$ cat config.mk
export PLATFORM = sky130hd
export DESIGN_NAME = snapshot_interp_buffer
export DESIGN_NICKNAME = d
export VERILOG_FILES = /design/src/rtl/core/sib_pkg.sv /design/src/rtl/core/sib_ram.sv /design/src/rtl/core/snapshot_interp_buffer.sv
export SDC_FILE = /design/constraint.sdc
export NUM_CORES = 2
export LEC_CHECK = 0
export BUFFER_PORTS_ARGS = -buffer_cell sky130_fd_sc_hd__clkbuf_2
export CORE_AREA = 4 4 461 463
export DETAILED_ROUTE_END_ITERATION = 16
export DIE_AREA = 0 0 465 467
export PLACE_DENSITY = 0.77
export SLEW_MARGIN = 20
export SYNTH_ARGS = -nofsm -noshare
export SYNTH_HDL_FRONTEND = slang
export SYNTH_SLANG_ARGS = --single-unit
$ cat constraint.sdc
create_clock -name clock -period 11.6 [get_ports clock]
set_clock_uncertainty 0.1 [all_clocks]
set_input_delay 1.74 -clock clock [delete_from_list [all_inputs] [get_ports clock]]
set_output_delay 1.74 -clock clock [all_outputs]
set_load 0.05 [all_outputs]
$ cat src/rtl/core/sib_pkg.sv
package sib_pkg;

   // Sequencer states
   typedef enum logic [3:0] {
      ST_IDLE,
      ST_PUSH_DX,
      ST_PUSH_DY,
      ST_PUSH_TH,
      ST_PUSH_CMP,
      ST_Q_RD,
      ST_Q_CHK,
      ST_Q_MUL,
      ST_Q_DIVINIT,
      ST_Q_DIV,
      ST_Q_ADD,
      ST_Q_EMIT
   } state_type;

   // Beat kinds on the request channel
   localparam logic KIND_PUSH  = 1'b0;
   localparam logic KIND_QUERY = 1'b1;

   // Source codes on the response channel
   localparam logic [2:0] SRC_FALLBACK = 3'd0;
   localparam logic [2:0] SRC_SINGLE   = 3'd1;
   localparam logic [2:0] SRC_BEFORE   = 3'd2;
   localparam logic [2:0] SRC_AFTER    = 3'd3;
   localparam logic [2:0] SRC_INTERP   = 3'd4;

   // Ring entry is {time, y, x}
   localparam int ENTRY_W = 80;

   // Quotient bits of the interpolation divide: |q| < 2^24
   localparam int DIV_STEPS = 24;

   localparam logic [23:0] SNAP_THRESHOLD_RESET = 24'd25600;

endpackage

$ cat src/rtl/core/sib_ram.sv
module sib_ram #(
   parameter int WIDTH = 80,
   parameter int DEPTH = 16
) (
   input  logic                     clock,
   input  logic                     wr_en,
   input  logic [$clog2(DEPTH)-1:0] wr_addr,
   input  logic [WIDTH-1:0]         wr_data,
   input  logic [$clog2(DEPTH)-1:0] rd_addr,
   output logic [WIDTH-1:0]         rd_data
);

   logic [WIDTH-1:0] mem_ff [DEPTH];
   logic [WIDTH-1:0] rd_data_ff;

   always_ff @(posedge clock) begin
      if (wr_en) begin
         mem_ff[wr_addr] <= wr_data;
      end
      rd_data_ff <= mem_ff[rd_addr];
   end

   assign rd_data = rd_data_ff;

endmodule

$ cat src/rtl/core/snapshot_interp_buffer.sv
// Sequencing: a push holds the request side through PUSH_DX, PUSH_DY, PUSH_TH and PUSH_CMP
//   from accept to the next accept. A query on an empty ring goes straight to emit; otherwise it
//   reads and checks the scanned entries in turn, then emits the entry it holds or interpolates
//   (per axis: multiply, divide setup, one divide step per quotient bit, add back).
// Throughput: one beat at a time; the request side stalls until the sequencer is idle, and a
//   result held by rsp_stall holds the sequencer. Reset: synchronous, active high; clears head,
//   count, last sample and response valid, loads the default snap threshold; no clearing pass.
module snapshot_interp_buffer #(
   parameter int RING_DEPTH = 16
) (
   input  logic               clock,
   input  logic               reset,
   // request channel
   input  logic               req_valid,
   output logic               req_stall,
   input  logic               req_kind,
   input  logic signed [23:0] req_pos_x,
   input  logic signed [23:0] req_pos_y,
   input  logic        [31:0] req_time_value,
   // response channel
   output logic               rsp_valid,
   input  logic               rsp_stall,
   output logic signed [23:0] rsp_out_x,
   output logic signed [23:0] rsp_out_y,
   output logic        [2:0]  rsp_source,
   // configuration
   input  logic               csr_we,
   input  logic        [23:0] csr_wdata
);

   localparam int AW  = $clog2(RING_DEPTH);
   localparam int CW  = $clog2(RING_DEPTH + 1);
   localparam int SW  = CW + 1;
   localparam int DCW = $clog2(sib_pkg::DIV_STEPS);

   // ------------------------------------------------------------------
   // State
   // ------------------------------------------------------------------
   sib_pkg::state_type state_ff, state_in;

   logic        [23:0] threshold_ff, threshold_in;
   logic      [AW-1:0] write_head_ff, write_head_in;
   logic      [CW-1:0] fill_ff, fill_in;
   logic signed [23:0] last_x_ff, last_x_in;
   logic signed [23:0] last_y_ff, last_y_in;
   logic               have_last_ff, have_last_in;

   // latched request beat
   logic signed [23:0] in_x_ff, in_x_in;
   logic signed [23:0] in_y_ff, in_y_in;
   logic        [31:0] in_t_ff, in_t_in;

   // shared multiplier and accumulator
   logic signed [24:0] mul_a;
   logic signed [32:0] mul_b;
   logic signed [57:0] prod_ff, prod_in;
   logic        [49:0] acc_ff, acc_in;

   // scan
   logic      [AW-1:0] scan_addr_ff, scan_addr_in;
   logic      [AW-1:0] k_ff, k_in;
   logic               single_ff, single_in;
   logic signed [23:0] x0_ff, x0_in, y0_ff, y0_in;
   logic signed [23:0] x1_ff, x1_in, y1_ff, y1_in;
   logic        [31:0] t0_ff, t0_in, t1_ff, t1_in;
   logic               coord_ff, coord_in;

   // divider
   logic        [31:0] span_ff, span_in;
   logic        [31:0] rem_ff, rem_in;
   logic        [23:0] dvd_ff, dvd_in;
   logic        [23:0] quo_ff, quo_in;
   logic               neg_ff, neg_in;
   logic     [DCW-1:0] cnt_ff, cnt_in;

   // result staging and response register
   logic signed [23:0] res_x_ff, res_x_in, res_y_ff, res_y_in;
   logic         [2:0] res_src_ff, res_src_in;
   logic               rsp_valid_ff, rsp_valid_in;
   logic signed [23:0] rsp_x_ff, rsp_x_in, rsp_y_ff, rsp_y_in;
   logic         [2:0] rsp_src_ff, rsp_src_in;

   // ring memory
   logic                          ram_we;
   logic [AW-1:0]                 ram_waddr;
   logic [sib_pkg::ENTRY_W-1:0]   ram_rdata;
   logic signed [23:0]            e_x, e_y;
   logic        [31:0]            e_t;

   sib_ram #(
      .WIDTH (sib_pkg::ENTRY_W),
      .DEPTH (RING_DEPTH)
   ) u_ring (
      .clock   (clock),
      .wr_en   (ram_we),
      .wr_addr (ram_waddr),
      .wr_data ({in_t_ff, in_y_ff, in_x_ff}),
      .rd_addr (scan_addr_ff),
      .rd_data (ram_rdata)
   );

   assign e_x = ram_rdata[23:0];
   assign e_y = ram_rdata[47:24];
   assign e_t = ram_rdata[79:48];

   // Step one place forward around the ring.
   function automatic logic [AW-1:0] ring_next(input logic [AW-1:0] a);
      logic [AW-1:0] r;
      if (a == AW'(RING_DEPTH - 1)) begin
         r = '0;
      end else begin
         r = a + AW'(1);
      end
      return r;
   endfunction

   // ------------------------------------------------------------------
   // Datapath pieces shared by the sequencer
   // ------------------------------------------------------------------
   logic signed [24:0] push_dx, push_dy, lerp_dx, lerp_dy;
   logic        [31:0] lerp_num;
   logic      [AW-1:0] newest_addr, oldest_addr;
   logic      [SW-1:0] oldest_sum;
   logic        [57:0] prod_mag;
   logic        [32:0] div_top, div_diff;
   logic               div_ge;
   logic        [23:0] quo_next;
   logic signed [24:0] q_signed, p0_wide, lerp_sum;

   assign push_dx  = 25'(in_x_ff) - 25'(last_x_ff);
   assign push_dy  = 25'(in_y_ff) - 25'(last_y_ff);
   assign lerp_dx  = 25'(x1_ff) - 25'(x0_ff);
   assign lerp_dy  = 25'(y1_ff) - 25'(y0_ff);
   assign lerp_num = in_t_ff - t0_ff;

   // The single multiplier; its product is registered every cycle.
   assign prod_in = 58'(mul_a) * 58'(mul_b);

   // Newest entry sits just behind the write head, oldest fill places behind it.
   assign newest_addr = (write_head_ff == '0) ? AW'(RING_DEPTH - 1)
                                              : write_head_ff - AW'(1);
   assign oldest_sum  = SW'(write_head_ff) + SW'(RING_DEPTH) - SW'(fill_ff);
   assign oldest_addr = (oldest_sum >= SW'(RING_DEPTH))
                        ? AW'(oldest_sum - SW'(RING_DEPTH)) : AW'(oldest_sum);

   // Restoring divide on magnitudes, one quotient bit per cycle. Since the
   // quotient stays below 2^24, the upper product bits already sit below span.
   assign prod_mag = prod_ff[57] ? 58'(-prod_ff) : prod_ff;
   assign div_top  = {rem_ff, dvd_ff[23]};
   assign div_diff = div_top - {1'b0, span_ff};
   assign div_ge   = (div_top >= {1'b0, span_ff});
   assign quo_next = {quo_ff[22:0], div_ge};

   // Apply the sign and add back the start point.
   assign q_signed = neg_ff ? -$signed({1'b0, quo_ff}) : $signed({1'b0, quo_ff});
   assign p0_wide  = coord_ff ? 25'(y0_ff) : 25'(x0_ff);
   assign lerp_sum = p0_wide + q_signed;

   // ------------------------------------------------------------------
   // Sequencer: next state and datapath controls
   // ------------------------------------------------------------------
   always_comb begin
      logic snap;

      state_in      = state_ff;
      threshold_in  = threshold_ff;
      write_head_in = write_head_ff;
      fill_in       = fill_ff;
      last_x_in     = last_x_ff;
      last_y_in     = last_y_ff;
      have_last_in  = have_last_ff;
      in_x_in       = in_x_ff;
      in_y_in       = in_y_ff;
      in_t_in       = in_t_ff;
      acc_in        = acc_ff;
      scan_addr_in  = scan_addr_ff;
      k_in          = k_ff;
      single_in     = single_ff;
      x0_in         = x0_ff;
      y0_in         = y0_ff;
      t0_in         = t0_ff;
      x1_in         = x1_ff;
      y1_in         = y1_ff;
      t1_in         = t1_ff;
      coord_in      = coord_ff;
      span_in       = span_ff;
      rem_in        = rem_ff;
      dvd_in        = dvd_ff;
      quo_in        = quo_ff;
      neg_in        = neg_ff;
      cnt_in        = cnt_ff;
      res_x_in      = res_x_ff;
      res_y_in      = res_y_ff;
      res_src_in    = res_src_ff;
      rsp_valid_in  = rsp_valid_ff;
      rsp_x_in      = rsp_x_ff;
      rsp_y_in      = rsp_y_ff;
      rsp_src_in    = rsp_src_ff;
      mul_a         = '0;
      mul_b         = '0;
      ram_we        = 1'b0;
      ram_waddr     = write_head_ff;
      snap          = 1'b0;

      if (csr_we) begin
         threshold_in = csr_wdata;
      end

      // drop the response once it is taken
      if (rsp_valid_ff && !rsp_stall) begin
         rsp_valid_in = 1'b0;
      end

      case (state_ff)
         sib_pkg::ST_IDLE: begin
            if (req_valid) begin
               in_x_in  = req_pos_x;
               in_y_in  = req_pos_y;
               in_t_in  = req_time_value;
               coord_in = 1'b0;
               k_in     = '0;
               if (req_kind == sib_pkg::KIND_PUSH) begin
                  state_in = sib_pkg::ST_PUSH_DX;
               end else if (fill_ff == '0) begin
                  res_x_in   = req_pos_x;
                  res_y_in   = req_pos_y;
                  res_src_in = sib_pkg::SRC_FALLBACK;
                  state_in   = sib_pkg::ST_Q_EMIT;
               end else begin
                  single_in    = (fill_ff == CW'(1));
                  scan_addr_in = (fill_ff == CW'(1)) ? newest_addr : oldest_addr;
                  state_in     = sib_pkg::ST_Q_RD;
               end
            end
         end

         sib_pkg::ST_PUSH_DX: begin
            mul_a    = push_dx;
            mul_b    = 33'(push_dx);
            state_in = sib_pkg::ST_PUSH_DY;
         end

         sib_pkg::ST_PUSH_DY: begin
            mul_a    = push_dy;
            mul_b    = 33'(push_dy);
            acc_in   = prod_ff[49:0];
            state_in = sib_pkg::ST_PUSH_TH;
         end

         sib_pkg::ST_PUSH_TH: begin
            mul_a    = {1'b0, threshold_ff};
            mul_b    = {9'd0, threshold_ff};
            acc_in   = acc_ff + prod_ff[49:0];
            state_in = sib_pkg::ST_PUSH_CMP;
         end

         sib_pkg::ST_PUSH_CMP: begin
            // a jump strictly beyond the threshold empties the ring first
            snap          = have_last_ff && (acc_ff > prod_ff[49:0]);
            ram_waddr     = snap ? '0 : write_head_ff;
            ram_we        = 1'b1;
            write_head_in = ring_next(ram_waddr);
            if (snap) begin
               fill_in = CW'(1);
            end else if (fill_ff < CW'(RING_DEPTH)) begin
               fill_in = fill_ff + CW'(1);
            end
            last_x_in    = in_x_ff;
            last_y_in    = in_y_ff;
            have_last_in = 1'b1;
            state_in     = sib_pkg::ST_IDLE;
         end

         sib_pkg::ST_Q_RD: begin
            state_in = sib_pkg::ST_Q_CHK;
         end

         sib_pkg::ST_Q_CHK: begin
            if (single_ff) begin
               res_x_in   = e_x;
               res_y_in   = e_y;
               res_src_in = sib_pkg::SRC_SINGLE;
               state_in   = sib_pkg::ST_Q_EMIT;
            end else if (e_t <= in_t_ff) begin
               x0_in = e_x;
               y0_in = e_y;
               t0_in = e_t;
               if (CW'(k_ff) == fill_ff - CW'(1)) begin
                  // render time is at or past the newest entry
                  res_x_in   = e_x;
                  res_y_in   = e_y;
                  res_src_in = sib_pkg::SRC_AFTER;
                  state_in   = sib_pkg::ST_Q_EMIT;
               end else begin
                  k_in         = k_ff + AW'(1);
                  scan_addr_in = ring_next(scan_addr_ff);
                  state_in     = sib_pkg::ST_Q_RD;
               end
            end else if (k_ff == '0) begin
               // render time is before the oldest entry
               res_x_in   = e_x;
               res_y_in   = e_y;
               res_src_in = sib_pkg::SRC_BEFORE;
               state_in   = sib_pkg::ST_Q_EMIT;
            end else begin
               x1_in    = e_x;
               y1_in    = e_y;
               t1_in    = e_t;
               state_in = sib_pkg::ST_Q_MUL;
            end
         end

         sib_pkg::ST_Q_MUL: begin
            mul_a   = coord_ff ? lerp_dy : lerp_dx;
            mul_b   = {1'b0, lerp_num};
            span_in = t1_ff - t0_ff;
            if (t1_ff == t0_ff) begin
               res_x_in   = x1_ff;
               res_y_in   = y1_ff;
               res_src_in = sib_pkg::SRC_INTERP;
               state_in   = sib_pkg::ST_Q_EMIT;
            end else begin
               state_in = sib_pkg::ST_Q_DIVINIT;
            end
         end

         sib_pkg::ST_Q_DIVINIT: begin
            neg_in   = prod_ff[57];
            rem_in   = prod_mag[55:24];
            dvd_in   = prod_mag[23:0];
            quo_in   = '0;
            cnt_in   = '0;
            state_in = sib_pkg::ST_Q_DIV;
         end

         sib_pkg::ST_Q_DIV: begin
            rem_in = div_ge ? div_diff[31:0] : div_top[31:0];
            dvd_in = {dvd_ff[22:0], 1'b0};
            quo_in = quo_next;
            cnt_in = cnt_ff + DCW'(1);
            if (cnt_ff == DCW'(sib_pkg::DIV_STEPS - 1)) begin
               state_in = sib_pkg::ST_Q_ADD;
            end
         end

         sib_pkg::ST_Q_ADD: begin
            if (coord_ff) begin
               res_y_in   = lerp_sum[23:0];
               res_src_in = sib_pkg::SRC_INTERP;
               state_in   = sib_pkg::ST_Q_EMIT;
            end else begin
               res_x_in = lerp_sum[23:0];
               coord_in = 1'b1;
               state_in = sib_pkg::ST_Q_MUL;
            end
         end

         sib_pkg::ST_Q_EMIT: begin
            // hold until the response register is free
            if (!rsp_valid_ff || !rsp_stall) begin
               rsp_valid_in = 1'b1;
               rsp_x_in     = res_x_ff;
               rsp_y_in     = res_y_ff;
               rsp_src_in   = res_src_ff;
               state_in     = sib_pkg::ST_IDLE;
            end
         end

         default: begin
            state_in = sib_pkg::ST_IDLE;
         end
      endcase
   end

   // ------------------------------------------------------------------
   // Registers
   // ------------------------------------------------------------------
   always_ff @(posedge clock) begin
      if (reset) begin
         state_ff      <= sib_pkg::ST_IDLE;
         threshold_ff  <= sib_pkg::SNAP_THRESHOLD_RESET;
         write_head_ff <= '0;
         fill_ff       <= '0;
         last_x_ff     <= '0;
         last_y_ff     <= '0;
         have_last_ff  <= 1'b0;
         rsp_valid_ff  <= 1'b0;
      end else begin
         state_ff      <= state_in;
         threshold_ff  <= threshold_in;
         write_head_ff <= write_head_in;
         fill_ff       <= fill_in;
         last_x_ff     <= last_x_in;
         last_y_ff     <= last_y_in;
         have_last_ff  <= have_last_in;
         rsp_valid_ff  <= rsp_valid_in;
      end
   end

   always_ff @(posedge clock) begin
      in_x_ff      <= in_x_in;
      in_y_ff      <= in_y_in;
      in_t_ff      <= in_t_in;
      prod_ff      <= prod_in;
      acc_ff       <= acc_in;
      scan_addr_ff <= scan_addr_in;
      k_ff         <= k_in;
      single_ff    <= single_in;
      x0_ff        <= x0_in;
      y0_ff        <= y0_in;
      t0_ff        <= t0_in;
      x1_ff        <= x1_in;
      y1_ff        <= y1_in;
      t1_ff        <= t1_in;
      coord_ff     <= coord_in;
      span_ff      <= span_in;
      rem_ff       <= rem_in;
      dvd_ff       <= dvd_in;
      quo_ff       <= quo_in;
      neg_ff       <= neg_in;
      cnt_ff       <= cnt_in;
      res_x_ff     <= res_x_in;
      res_y_ff     <= res_y_in;
      res_src_ff   <= res_src_in;
      rsp_x_ff     <= rsp_x_in;
      rsp_y_ff     <= rsp_y_in;
      rsp_src_ff   <= rsp_src_in;
   end

   // ------------------------------------------------------------------
   // Ports
   // ------------------------------------------------------------------
   assign req_stall  = (state_ff != sib_pkg::ST_IDLE);
   assign rsp_valid  = rsp_valid_ff;
   assign rsp_out_x  = rsp_x_ff;
   assign rsp_out_y  = rsp_y_ff;
   assign rsp_source = rsp_src_ff;

`ifndef ASSERT_OFF
   // Until the ring wraps, the head and the count advance together.
   a_head_tracks_fill: assert property (@(posedge clock) disable iff (reset)
      (fill_ff != CW'(RING_DEPTH)) |-> (fill_ff == CW'(write_head_ff)))
      else $error("write head and fill count out of step");

   // The count never passes the ring depth.
   a_fill_bound: assert property (@(posedge clock) disable iff (reset)
      fill_ff <= CW'(RING_DEPTH))
      else $error("fill count beyond ring depth");

   // A response appears only after the emit step.
   a_rsp_from_emit: assert property (@(posedge clock) disable iff (reset)
      $rose(rsp_valid_ff) |-> $past(state_ff == sib_pkg::ST_Q_EMIT))
      else $error("response raised outside emit");

   // The partial remainder stays below the divisor through the divide.
   a_rem_below_span: assert property (@(posedge clock) disable iff (reset)
      (state_ff == sib_pkg::ST_Q_DIV) |-> (rem_ff < span_ff))
      else $error("divider remainder not below span");
`endif

endmodule
==> impl_metrics.yaml <==
worst_hold_path:
  hold_class: "reg2reg"
  holdCritStartpoint: "res_x_ff[14]$_DFFE_PP_"
clocking:
  cts_buffer_depth: 3
  cts_made_buffers: 196
  hold_buffers: 0
  cts.clk_slew.worst_paths_ns: 0.07
  root_buffer: "clkbuf_16"
  cts_sinks: 2024
  h-tree-depth: 4
  clock_latency_ns: 0.89
  cts_tree: "yes"
die:
  coreArea_um2: 209000
  fp.dieH_um: 467
  rows: 168
  die_w_um: 465
  start_util_pct: 57.6
  dieArea_um2: 217000
  io_pins: 163
cells_and_area:
  syn2layout_area_growth_pct: 9.56
  layoutNonFillerInstCount: 13100
  seq_area_um2: 58500
  final_layout_size_suffix_gt1_share_pct: 10.3
  fillCellCount: 15600
  layout_common_cells: "edfxtp_1, inv_1, nand2_1, fa_1, ha_1"
  fin_nets: 11600
  final_common_cell: "edfxtp_1"
  multi_input_area_um2: 55900
synth:
  syn-cell-area_um2: 120000
  syn-instance-count: 9974
  syn_avg_cell_area_um2: 12.1
  yosysWarningCount: 0
  synth_seq_cells: 2024
  ys_seq_area_share_pct: 48.7
  synth-main-ff-cell: "edfxtp_1"
  synth_nets: 11500
  async_flop_share_pct: 0
  yosysUniqueCellTypes: 85
  synth_edf_count: 1800
timing:
  setup_viol: 0
  period_share_pct: 97.1
  worst_pin_slew_ns: 1.31
  post-route-min-period_ns: 11.26
  relSlewSlack_pct: 12.6
  drv_slew: 0
  worst_slack_ns: 0.337
  clock.fmax_mhz: 88.8
  finalHoldViolations: 0
  fin_tns_setup_ns: 0
  grt_setup_unrepaired: "no"
drt:
  drt_iter0_drc: 10400
  vias: 83100
  avgRoutedWirePerCell_um: 28.0
  wl_mm: 368
  remaining_drc_errors: 0
  drt_first_pass_iters: 8
  routed_via_density: 6.32
  antenna_left: 0
power:
  p_total_w: 0.0377
  power_frac_seq_pct: 26.2
  p_comb_share_pct: 56.4
  p_clk_share_pct: 17.4
  internal_power_w: 0.0203
  power.switching_w: 0.0174
  power.density_nw_per_um2: 286
  p_leak_nw: 52.5
  power.share.switching_pct: 46.1
  irDropWorstVdd_uv: 464
placed_design:
  dp_hpwl_mm: 257
  dp_slack_ns: 0.477
  io_buffers: 162
  dp_cells: 12800
  gp_congestion: 1.04
worst_setup_path:
  crit_path_max_incr_delay_ns: 1.07
  regToRegStartpoint: "in_y_ff[1]$_DFFE_PP_"
  critPathSlowestCell: "a221oi_1"
  cp-end-kind: "register"
  path_max_fanout: 19
  path_delay_family: "adder cells"
  critical_path.most_common_cell: "fa_1"
  worstPathArrival_ns: 11.90
  critPathBufInv: 7
  crit_required_ns: 12.24
  critPathLaunchType: "register"
  worstSetupStartpoint: "in_y_ff[1]$_DFFE_PP_"
  path_class: "reg2reg"
global_route:
  grt_max_degree: 164
  overflow: 0
  grt_pass1_vias: 84500
  track_usage_pct: 33.8
  grt_first_pass_wirelength_mm: 542
  antenna_found_initial: 35
outcome:
  outcome: "completed"
job:
  max_cap_violations: 0
-- final timing paths --
check / end / slack [ns] / cells after the start
setup / recovery: prod_ff[54]$_DFF_P_ / 0.34 / 36
hold / removal: rsp_out_x[14]$_DFFE_PP_ / 0.30 / 0
setup reg to reg: prod_ff[54]$_DFF_P_ / 0.34 / 36
hold reg to reg: rsp_out_x[14]$_DFFE_PP_ / 0.30 / 0
-- stage by stage --
step	utilization, %	area, um2	hold WS [ns]
6_report	63.1	132000	0.300
5_1_grt	63.1	132000	0.321
4_1_cts	63.1	132000	0.292
3_5_place_dp	60.0	125000	0.305
3_3_place_gp	60.0	125000	0.303
2_1_floorplan	-	120000	0.300
-- area by class of cell --
cell class,count,share of cell area (%)
Timing Repair Buffer,406,2.04
Antenna cell,15,0.0285
Sequential cell,2024,44.4
Tap cell,2805,2.66
Clock inverter,126,1.05
Inverter,1197,3.41
Multi-Input combinational cell,6329,42.4
Clock buffer,245,3.93
-- kinds of logic (layout without fill, tap and decap cells) --
family                     count (synthesis)  in the layout  share of synthesized area [%]
other                                      0             15                              0
adders and majority gates               1369           1369                           19.6
and+or+nand+nor                         2217           2217                           8.24
DFF                                     2024           2024                           48.7
muxes                                    534            534                           6.20
buffers and inverters                   1621           1974                           5.07
AOI/OAI and AO/OA                       1853           1853                           9.68
xor gates and xnor gates                 356            356                           2.59
-- registers in the layout (all words and copies together), names as in the netlist, 32 cells and up --
name            cells
u_ring.mem_ff    1280
u_ring.rd_data     80
prod_ff            57
acc_ff             50
in_t_ff            32
rem_ff             32
span_ff            32
t0_ff              32
t1_ff              32
-- synth_stat cells, types with 51 or more instances --
master | instances | area share [%]
o21a_1 | 60 | 0.37
nand3_1 | 83 | 0.35
mux2i_1 | 287 | 2.4
inv_1 | 1196 | 3.7
nand2b_1 | 65 | 0.34
o31ai_1 | 51 | 0.32
xnor2_1 | 272 | 2.0
nand4_1 | 53 | 0.28
buf_1 | 55 | 0.17
nand2_1 | 1057 | 3.3
o21bai_1 | 56 | 0.35
a22oi_1 | 121 | 0.76
nor2_1 | 506 | 1.6
mux4_2 | 160 | 3.0
dfxtp_1 | 224 | 3.7
nor3_1 | 73 | 0.30
a221oi_1 | 102 | 0.74
o21ai_0 | 490 | 2.0
a21o_1 | 156 | 0.97
and2_1 | 127 | 0.66
ha_1 | 517 | 5.4
a21oi_1 | 517 | 2.2
edfxtp_1 | 1800 | 45
clkbuf_1 | 365 | 1.1
xor2_1 | 84 | 0.61
fa_1 | 852 | 14
nor2b_1 | 59 | 0.31
mux2_2 | 87 | 0.81
-- power groups by stage --
stage          clock [W]  sequential [W]  combinational, W
4_1_cts          0.00660         0.00985            0.0209
6_report         0.00655         0.00987            0.0212
3_3_place_gp           0         0.00996            0.0203
3_5_place_dp           0          0.0100            0.0207
2_1_floorplan          0         0.00976            0.0140
5_1_grt          0.00691         0.00992            0.0232
-- metal layers --
metal | share of wire (%) | up-vias | GRT usage (%)
met2 | 45 | 5111 | 51.7
met1 | 37 | 41600 | 44.6
li1 | - | 35300 | -
met4 | 6.0 | 30 | 17.2
met5 | 0.057 | - | 0.132
met3 | 13 | 1112 | 9.33
-- what timing repair did --
| item | 4_1_cts | 5_1_grt |
|---|---|---|
| resized for setup | 0 | 6 |
| setup endpoints to repair | 0 | 11 |
| setup buffers | 0 | 1 |
Note: power is estimated with default switching activity, not from simulation.
